<file path="src/sv/sha_pkg.sv">
`default_nettype none
// ----------------------------------------------------------------------------
// SHA-256 package
// Shared types, constants and round functions for the SHA-256 digest block.
// ----------------------------------------------------------------------------
package sha_pkg;

  typedef struct packed {
    logic [7:0] data_byte;
    logic       byte_present;
    logic       end_of_message;
  } req_t;

  typedef enum logic [2:0] {
    ST_IDLE,
    ST_ROUND,
    ST_FOLD,
    ST_PAD,
    ST_OUT
  } core_state_e;

  localparam logic [7:0] PadByte = 8'h80;

  localparam logic [31:0] InitVec [8] = '{
    32'h6a09e667, 32'hbb67ae85, 32'h3c6ef372, 32'ha54ff53a,
    32'h510e527f, 32'h9b05688c, 32'h1f83d9ab, 32'h5be0cd19
  };

  localparam logic [31:0] RoundK [64] = '{
    32'h428a2f98, 32'h71374491, 32'hb5c0fbcf, 32'he9b5dba5, 32'h3956c25b,
    32'h59f111f1, 32'h923f82a4, 32'hab1c5ed5, 32'hd807aa98, 32'h12835b01,
    32'h243185be, 32'h550c7dc3, 32'h72be5d74, 32'h80deb1fe, 32'h9bdc06a7,
    32'hc19bf174, 32'he49b69c1, 32'hefbe4786, 32'h0fc19dc6, 32'h240ca1cc,
    32'h2de92c6f, 32'h4a7484aa, 32'h5cb0a9dc, 32'h76f988da, 32'h983e5152,
    32'ha831c66d, 32'hb00327c8, 32'hbf597fc7, 32'hc6e00bf3, 32'hd5a79147,
    32'h06ca6351, 32'h14292967, 32'h27b70a85, 32'h2e1b2138, 32'h4d2c6dfc,
    32'h53380d13, 32'h650a7354, 32'h766a0abb, 32'h81c2c92e, 32'h92722c85,
    32'ha2bfe8a1, 32'ha81a664b, 32'hc24b8b70, 32'hc76c51a3, 32'hd192e819,
    32'hd6990624, 32'hf40e3585, 32'h106aa070, 32'h19a4c116, 32'h1e376c08,
    32'h2748774c, 32'h34b0bcb5, 32'h391c0cb3, 32'h4ed8aa4a, 32'h5b9cca4f,
    32'h682e6ff3, 32'h748f82ee, 32'h78a5636f, 32'h84c87814, 32'h8cc70208,
    32'h90befffa, 32'ha4506ceb, 32'hbef9a3f7, 32'hc67178f2
  };

  function automatic logic [31:0] rotr(input logic [31:0] x, input int n);
    rotr = (x >> n) | (x << (32 - n));
  endfunction

endpackage
`default_nettype wire

</file>
<file path="src/sv/sha256_message_digest.sv">
`default_nettype none
// ----------------------------------------------------------------------------
// SHA-256 message digest
// Hashes a byte stream and returns the eight digest words per message.
// ----------------------------------------------------------------------------
// Requests enter on the s_axis channel, one byte or end mark each, into a
// four-entry queue. The core packs bytes into 64-byte blocks; the 64th byte
// starts a compression of 64 rounds, one per cycle, followed by a fold into
// the hash value. An end mark pads the block and runs one or two more
// compressions, then the eight digest words leave on m_axis, word 0 first,
// tlast on word 7. While m_axis is stalled the current word is held and no
// further requests are taken from the queue. Reset loads the initial hash
// value, clears the byte count and empties the queue.
// ----------------------------------------------------------------------------
module sha256_message_digest (
  input  wire logic        clk_i,
  input  wire logic        rst_ni,
  input  wire logic        s_axis_tvalid,
  output logic             s_axis_tready,
  input  wire logic [7:0]  s_axis_tdata,   // data_byte
  input  wire logic        s_axis_tuser,   // byte_present
  input  wire logic        s_axis_tlast,   // end_of_message
  output logic             m_axis_tvalid,
  input  wire logic        m_axis_tready,
  output logic [31:0]      m_axis_tdata,   // digest_word
  output logic [2:0]       m_axis_tuser,   // word_index
  output logic             m_axis_tlast    // last_word
);
  import sha_pkg::*;

  req_t in_req, q_req;
  logic q_valid, q_ready;

  assign in_req = '{data_byte: s_axis_tdata, byte_present: s_axis_tuser,
                    end_of_message: s_axis_tlast};

  sha_fifo u_fifo (
    .clk_i, .rst_ni,
    .wr_valid_i(s_axis_tvalid), .wr_ready_o(s_axis_tready), .wr_data_i(in_req),
    .rd_valid_o(q_valid), .rd_ready_i(q_ready), .rd_data_o(q_req)
  );

  sha_core u_core (
    .clk_i, .rst_ni,
    .req_valid_i(q_valid), .req_ready_o(q_ready), .req_i(q_req),
    .out_valid_o(m_axis_tvalid), .out_ready_i(m_axis_tready),
    .digest_word_o(m_axis_tdata), .word_index_o(m_axis_tuser),
    .last_word_o(m_axis_tlast)
  );
endmodule
`default_nettype wire

</file>
<file path="src/sv/sha_fifo.sv">
`default_nettype none
// ----------------------------------------------------------------------------
// SHA-256 request queue
// Short queue that decouples the input channel from the compression core.
// ----------------------------------------------------------------------------
module sha_fifo (
  input  wire logic          clk_i,
  input  wire logic          rst_ni,
  input  wire logic          wr_valid_i,
  output logic               wr_ready_o,
  input  wire sha_pkg::req_t wr_data_i,
  output logic               rd_valid_o,
  input  wire logic          rd_ready_i,
  output sha_pkg::req_t      rd_data_o
);
  import sha_pkg::*;

  req_t       mem_q [4];
  logic [1:0] wptr_q, rptr_q;
  logic [2:0] cnt_q;
  logic       wr, rd;

  assign wr_ready_o = (cnt_q != 3'd4);
  assign rd_valid_o = (cnt_q != 3'd0);
  assign rd_data_o  = mem_q[rptr_q];
  assign wr = wr_valid_i && wr_ready_o;
  assign rd = rd_valid_o && rd_ready_i;

  always_ff @(posedge clk_i) begin
    if (wr) begin
      mem_q[wptr_q] <= wr_data_i;
    end
  end

  always_ff @(posedge clk_i or negedge rst_ni) begin
    if (!rst_ni) begin
      wptr_q <= '0;
      rptr_q <= '0;
      cnt_q  <= '0;
    end else begin
      if (wr) wptr_q <= wptr_q + 2'd1;
      if (rd) rptr_q <= rptr_q + 2'd1;
      cnt_q <= cnt_q + {2'b0, wr} - {2'b0, rd};
    end
  end
endmodule
`default_nettype wire

</file>
<file path="src/sv/sha_core.sv">
`default_nettype none
// ----------------------------------------------------------------------------
// SHA-256 core
// Packs bytes, pads, runs one compression round per cycle and emits the digest.
// ----------------------------------------------------------------------------
module sha_core (
  input  wire logic          clk_i,
  input  wire logic          rst_ni,
  input  wire logic          req_valid_i,
  output logic               req_ready_o,
  input  wire sha_pkg::req_t req_i,
  output logic               out_valid_o,
  input  wire logic          out_ready_i,
  output logic [31:0]        digest_word_o,
  output logic [2:0]         word_index_o,
  output logic               last_word_o
);
  import sha_pkg::*;

  core_state_e st_q, st_d;
  logic [31:0] blk_q [16];
  logic [31:0] hv_q [8];
  logic [31:0] r_q [8];
  logic [31:0] w_q [16];
  logic [63:0] cnt_q;
  logic [5:0]  rnd_q;
  logic [2:0]  oidx_q;
  logic        fin_q;   // A message end is pending after the current block.
  logic        pad2_q;  // The length-only block is still to be compressed.
  logic        padded_q;  // Padding of the final block has begun.

  logic [5:0]  pos;
  logic [3:0]  wi;
  logic [4:0]  sh;
  logic [31:0] wnew, wt, s1, ch, t1, s0, mj, t2, g0, g1;
  logic        take, start;

  assign pos = cnt_q[5:0];
  assign wi  = pos[5:2];
  assign sh  = {~pos[1:0], 3'b000};

  assign g0 = rotr(w_q[1], 7) ^ rotr(w_q[1], 18) ^ (w_q[1] >> 3);
  assign g1 = rotr(w_q[14], 17) ^ rotr(w_q[14], 19) ^ (w_q[14] >> 10);
  assign wnew = w_q[0] + g0 + w_q[9] + g1;
  assign wt = (rnd_q < 6'd16) ? w_q[0] : wnew;
  assign s1 = rotr(r_q[4], 6) ^ rotr(r_q[4], 11) ^ rotr(r_q[4], 25);
  assign ch = (r_q[4] & r_q[5]) ^ (~r_q[4] & r_q[6]);
  assign t1 = r_q[7] + s1 + ch + RoundK[rnd_q] + wt;
  assign s0 = rotr(r_q[0], 2) ^ rotr(r_q[0], 13) ^ rotr(r_q[0], 22);
  assign mj = (r_q[0] & r_q[1]) ^ (r_q[0] & r_q[2]) ^ (r_q[1] & r_q[2]);
  assign t2 = s0 + mj;

  assign req_ready_o   = (st_q == ST_IDLE);
  assign take          = req_valid_i && req_ready_o;
  assign out_valid_o   = (st_q == ST_OUT);
  assign digest_word_o = hv_q[oidx_q];
  assign word_index_o  = oidx_q;
  assign last_word_o   = (oidx_q == 3'd7);

  always_comb begin
    st_d  = st_q;
    start = 1'b0;
    case (st_q)
      ST_IDLE: begin
        if (take) begin
          if (req_i.byte_present && pos == 6'd63) begin
            st_d = ST_ROUND;
            start = 1'b1;
          end else if (req_i.end_of_message) begin
            st_d = ST_PAD;
          end
        end
      end
      ST_ROUND: if (rnd_q == 6'd63) st_d = ST_FOLD;
      ST_FOLD: begin
        if (pad2_q) begin
          st_d = ST_PAD;
        end else if (fin_q && !padded_q) begin
          st_d = ST_PAD;
        end else if (fin_q) begin
          st_d = ST_OUT;
        end else begin
          st_d = ST_IDLE;
        end
      end
      ST_PAD: st_d = ST_ROUND;
      ST_OUT: if (out_ready_i && oidx_q == 3'd7) st_d = ST_IDLE;
      default: st_d = ST_IDLE;
    endcase
  end

  always_ff @(posedge clk_i or negedge rst_ni) begin
    if (!rst_ni) begin
      st_q     <= ST_IDLE;
      cnt_q    <= '0;
      fin_q    <= 1'b0;
      pad2_q   <= 1'b0;
      padded_q <= 1'b0;
      oidx_q   <= '0;
      rnd_q    <= '0;
      for (int i = 0; i < 8; i++) hv_q[i] <= InitVec[i];
    end else begin
      st_q <= st_d;
      case (st_q)
        ST_IDLE: begin
          rnd_q <= '0;
          if (take) begin
            if (req_i.byte_present) cnt_q <= cnt_q + 64'd1;
            fin_q <= req_i.end_of_message;
          end
        end
        ST_ROUND: rnd_q <= rnd_q + 6'd1;
        ST_FOLD: begin
          for (int i = 0; i < 8; i++) hv_q[i] <= hv_q[i] + r_q[i];
        end
        ST_PAD: begin
          rnd_q <= '0;
          padded_q <= 1'b1;
          if (pad2_q) begin
            pad2_q <= 1'b0;
          end else begin
            pad2_q <= (pos >= 6'd56);
          end
        end
        ST_OUT: begin
          if (out_ready_i) begin
            oidx_q <= oidx_q + 3'd1;
            if (oidx_q == 3'd7) begin
              for (int i = 0; i < 8; i++) hv_q[i] <= InitVec[i];
              cnt_q <= '0;
              fin_q <= 1'b0;
              padded_q <= 1'b0;
            end
          end
        end
        default: ;
      endcase
    end
  end

  // Block buffer, schedule and working registers.
  always_ff @(posedge clk_i) begin
    if (st_q == ST_IDLE && take && req_i.byte_present) begin
      if (pos[1:0] == 2'd0) begin
        blk_q[wi] <= {24'd0, req_i.data_byte} << sh;
      end else begin
        blk_q[wi] <= blk_q[wi] | ({24'd0, req_i.data_byte} << sh);
      end
    end
    if (st_q == ST_PAD) begin
      if (pad2_q) begin
        for (int i = 0; i < 14; i++) w_q[i] <= '0;
      end else begin
        for (int i = 0; i < 16; i++) begin
          if (i == int'(wi)) begin
            w_q[i] <= ((pos[1:0] == 2'd0) ? 32'd0 : blk_q[i]) |
                      ({24'd0, PadByte} << sh);
          end else if (i < int'(wi)) begin
            w_q[i] <= blk_q[i];
          end else begin
            w_q[i] <= '0;
          end
        end
      end
      if (pad2_q || pos < 6'd56) begin
        w_q[14] <= {cnt_q[60:29]};
        w_q[15] <= {cnt_q[28:0], 3'b000};
      end
      for (int i = 0; i < 8; i++) r_q[i] <= hv_q[i];
    end else if (start) begin
      for (int i = 0; i < 15; i++) w_q[i] <= blk_q[i];
      w_q[15] <= blk_q[15] | {24'd0, req_i.data_byte};
      for (int i = 0; i < 8; i++) r_q[i] <= hv_q[i];
    end else if (st_q == ST_ROUND) begin
      for (int i = 0; i < 15; i++) w_q[i] <= w_q[i + 1];
      w_q[15] <= wt;
      r_q[7] <= r_q[6];
      r_q[6] <= r_q[5];
      r_q[5] <= r_q[4];
      r_q[4] <= r_q[3] + t1;
      r_q[3] <= r_q[2];
      r_q[2] <= r_q[1];
      r_q[1] <= r_q[0];
      r_q[0] <= t1 + t2;
    end
  end
endmodule
`default_nettype wire
</file>
<file path="config.mk">
export PLATFORM = sky130hd
export DESIGN_NAME = sha256_message_digest
export DESIGN_NICKNAME = d
export VERILOG_FILES = /design/src/sv/sha_pkg.sv /design/src/sv/sha256_message_digest.sv /design/src/sv/sha_fifo.sv /design/src/sv/sha_core.sv
export SDC_FILE = /design/constraint.sdc
export NUM_CORES = 2
export LEC_CHECK = 0
export BUFFER_PORTS_ARGS = -buffer_cell sky130_fd_sc_hd__buf_2
export CORE_ASPECT_RATIO = 0.6
export CORE_MARGIN = 2
export CORE_UTILIZATION = 52
export CTS_CLUSTER_DIAMETER = 150
export DETAILED_ROUTE_END_ITERATION = 8
export PLACE_DENSITY = 0.65
export SYNTH_ARGS = -nofsm -noshare
export SYNTH_HDL_FRONTEND = slang
export SYNTH_SLANG_ARGS = --single-unit
</file>
<file path="constraint.sdc">
create_clock -name clk_i -period 11.7 [get_ports clk_i]
set_clock_uncertainty 0.15 [all_clocks]
set_input_delay 1.755 -clock clk_i [delete_from_list [all_inputs] [get_ports clk_i]]
set_output_delay 1.755 -clock clk_i [all_outputs]
set_load 0.01 [all_outputs]
</file>
==> impl_summary.txt <==
----------------------------------------------------
[Worst hold path]
  Worst min-delay path category ... reg2reg
  Startpoint of the tightest hold check path ... u_fifo.cnt_q[2]

[Worst setup path]
  Critical path peak fanout ... 13
  FF-to-FF Start ... u_core.rnd_q[1]
  Worst stage delay on the critical path ... 680 ps
  Data arrival at the endpoint of the critical path ... 11280 ps
  Standard cell with the maximum stage delay on the critical path ... sky130_fd_sc_hd__a31oi_1
  Endpoint kind of the worst setup timing path ... register
  Critical path launch point ... u_core.rnd_q[1]
  Critical Path Source Type ... register
  Most frequent cell on the critical path ... sky130_fd_sc_hd__fa_1
  Required time reported for the critical path endpoint ... 12080 ps
  Type of the worst setup path ... reg2reg

[Timing]
  Unrepaired setup endpoints after global routing ... false
  Max-slew violation count ... 0
  Worst Tran Pin Value ... 1454 ps
  Worst rel slew slack ... 0.3053%
  Achievable frequency ... 91.74 MHz
  Final critical delay including setup and external delays ... 10900 ps
  Total setup violations reported at the end of the flow ... 0
  Final cycle utilization of the critical path ... 93.17%
  Setup TNS ... 0 ps
  Hold Fails Final Rpt ... 0

[Synthesis]
  Proportion of register bits with asynchronous set or reset after synthesis ... 20.43%
  Adder-Cell Fraction of Synth Area ... 9.356%
  Compound-Gate Fraction of Synth Area ... 15.74%
  Count of warnings emitted by yosys ... 0
  Count of cell types in the netlist ... 100
  Area of the mapped netlist ... 97470 um^2
  EDFF count, synth ... 1320
  Number of synthesized register bits ... 1659
  Proportion of synthesized area in mux cells ... 6.354%
  Part of the Yosys area used for sequential elements ... 49.55%
  Top_reg_cell synth ... sky130_fd_sc_hd__edfxtp_1
  Xor/xnor cell area share of the yosys netlist ... 5.634%
  Share of Yosys cell area claimed by the top area cell type ... 40.67%
  Main area contributors after synthesis ... sky130_fd_sc_hd__edfxtp_1, sky130_fd_sc_hd__mux4_2, sky130_fd_sc_hd__dfrtp_1
  Mapped Cells ... 8588
  Main combinational cell family by area after synthesis ... compound AO/OA/AOI/OAI gates
  Post-synthesis share of cell area spent on and, or, nand and nor gates ... 9.946%
  Cell type with the largest total area after synthesis ... sky130_fd_sc_hd__edfxtp_1
  Post-Syn Area per Cell ... 11.35 um^2
  Syn_nets ... 9198

[Final layout]
  Final non-filler cell total ... 11.13k
  Most frequent standard cell in the layout excluding fill and tap cells ... sky130_fd_sc_hd__edfxtp_1
  Post-layout utilization of the core ... 56.74%
  Proportion of layout cells with a drive suffix above 1 ... 11.44%
  Final instance area ... 106000 um^2
  Layout overhead on the synthesized area ... 8.772%
  Top library cells by usage in the layout, fill and taps aside ... sky130_fd_sc_hd__edfxtp_1, sky130_fd_sc_hd__nand2_1, sky130_fd_sc_hd__o21ai_0
  Count of nets after finishing ... 9107

[Route]
  Number of detailed-routing iterations run before antenna repair ... 9
  Vias ... 75.46k
  Iteration-0 DRC count of the detailed router ... 13.03k
  Number of nets with antenna violations after routing ... 0
  Total length of routed wires ... 369500 um
  Vias per std cell ... 6.783
  Total DRC errors in the routed layout ... 1
  Post-DR wirelength/cell ... 33.21 um

[Placed design]
  Number of port buffers ... 51
  Post-detailed-placement half-perimeter wirelength ... 270100 um
  Global placement routability congestion ... 1.037
  Post-placement cell area ... 100800 um^2
  Placed Cells ... 10.83k

[Global route]
  Pin count of the biggest net entering global routing ... 153
  Sum of overflow across all layers after global routing ... 0
  Via count of the first global-routing pass ... 68.47k
  Most Used Layer, Global Route ... met1
  Global-route usage over all layers ... 38.16%
  Wire length of the first global-routing pass ... 522600 um
  Antenna violations before repair ... 21
  Met1 capacity usage during global routing ... 63.11%
  Met2 layer usage reported by global route ... 43.76%
  M3 GR Usage ... 18.53%

[Clocking]
  Count of hold-fix buffers inserted at cts ... 0
  Buffers inserted by post-CTS timing repair ... 0
  Resize count post-CTS ... 0
  Number of H-tree levels ... 4
  Clock Path Buffers ... 4
  Clock input transition at the sequential cells of the worst setup and hold paths ... 60 ps
  Clock tree from TritonCTS ... built
  TritonCTS Buffers ... 169
  Number of sinks on the clock net ... 1659
  Clock root buffer ... sky130_fd_sc_hd__clkbuf_16
  Worst-skew pair later-pin latency ... 850 ps

[Die]
  Die Span X ... 562.9 um
  DIE AREA ... 191000 um^2
  Starting utilization of the core area ... 52.17%
  Core region area ... 186800 um^2
  Number of cell rows ... 123
  Height of the chip ... 339.4 um
  Ports placed on the boundary ... 52

[Outcome]
  Result of the run ... finished with violations
  Failing checks ... DRC, capacitance limit

[Job]
  Max_cap viols ... 1

----------------------------------------------------
## flip-flops by register name (all words and copies together) (netlist names), 6 cells and up
register,cells
u_core.r_q,256
u_core.cnt_q,61
u_fifo.mem_q,40
u_core.w_q,512
u_core.rnd_q,6
u_core.hv_q,256
u_core.blk_q,512
## critical path, delay by kind of cell, from the launching register on
family / cells / cell delay (ps)
and+or+nand+nor: 7 / 1310
DFF: 1 / 370
adders and majority gates: 7 / 3180
buffers and inverters: 2 / 440
muxes: 1 / 160
xor gates and xnor gates: 2 / 340
AOI/OAI and AO/OA: 14 / 4650
## Yosys cell counts, types with 31 or more instances
master,n
sky130_fd_sc_hd__a211oi_1,34
sky130_fd_sc_hd__buf_1,66
sky130_fd_sc_hd__dfstp_2,136
sky130_fd_sc_hd__o211ai_1,39
sky130_fd_sc_hd__a22o_1,436
sky130_fd_sc_hd__or3_1,41
sky130_fd_sc_hd__mux2i_1,45
sky130_fd_sc_hd__o31ai_1,41
sky130_fd_sc_hd__nand2_1,1083
sky130_fd_sc_hd__o21ai_0,563
sky130_fd_sc_hd__clkbuf_1,382
sky130_fd_sc_hd__fa_1,196
sky130_fd_sc_hd__nor2_1,432
sky130_fd_sc_hd__xor2_1,254
sky130_fd_sc_hd__a222oi_1,31
sky130_fd_sc_hd__nor3_1,136
sky130_fd_sc_hd__mux2_2,36
sky130_fd_sc_hd__nor2b_1,44
sky130_fd_sc_hd__nand3_1,171
sky130_fd_sc_hd__a31oi_1,49
sky130_fd_sc_hd__a21oi_1,542
sky130_fd_sc_hd__edfxtp_1,1320
sky130_fd_sc_hd__a21o_1,209
sky130_fd_sc_hd__and3_1,59
sky130_fd_sc_hd__ha_1,400
sky130_fd_sc_hd__dfrtp_1,203
sky130_fd_sc_hd__xnor2_1,373
sky130_fd_sc_hd__o21bai_1,42
sky130_fd_sc_hd__o21a_1,51
sky130_fd_sc_hd__nand2b_1,71
sky130_fd_sc_hd__mux4_2,237
sky130_fd_sc_hd__inv_1,395
## per-stage QoR
stage / hold WS, ps / setup slack [ps]
2_1_floorplan: 311.6 / 2061
3_3_place_gp: 338.1 / 1165
3_5_place_dp: 341.6 / 1227
4_1_cts: 357.2 / 1148
5_1_grt: 385.3 / 433.3
6_report: 355.1 / 799.5
## final timing paths
kind	end	slack, ps	depth (start not counted)
worst min-delay path	u_fifo.cnt_q[2]	360	1
worst min register to register	u_fifo.cnt_q[2]	360	1
worst max register to register	u_core.r_q[0][159]	800	33
worst max-delay path	u_core.r_q[0][159]	800	33
max in group asynchronous	u_core.hv_q[163]	8530	3
min in group asynchronous	u_core.hv_q[191]	780	1
## routing by layer
metal / wire length (um) / up-vias
li1: - / 31620
met2: 129100 / 5447
met4: 5415 / 18
met3: 68950 / 402
met1: 166000 / 37980
met5: 115 / -
## area by class of cell
cell class | count | area, um^2
clock buffer | 230 | 4661
clock inverter | 68 | 559.3
antenna | 2 | 5.005
fill | 15580 | 80820
multi-input combinational | 6053 | 46230
tap | 2500 | 3128
sequential | 1659 | 48320
timing repair buffer | 217 | 1624
inverter | 397 | 1490
## cell families (layout without fill, tap and decap cells)
kind of cell | Yosys count | count (layout)
compound gates | 2304 | 2304
flops | 1659 | 1659
mux | 318 | 318
xor+xnor | 627 | 627
other cells | 0 | 2
simple gates | 2189 | 2189
fa+ha+maj | 615 | 615
buf+inv | 876 | 912
Power is left out: the tool's default activity adds up to more than one toggle a clock period on the data nets, which glitch-free logic cannot reach.
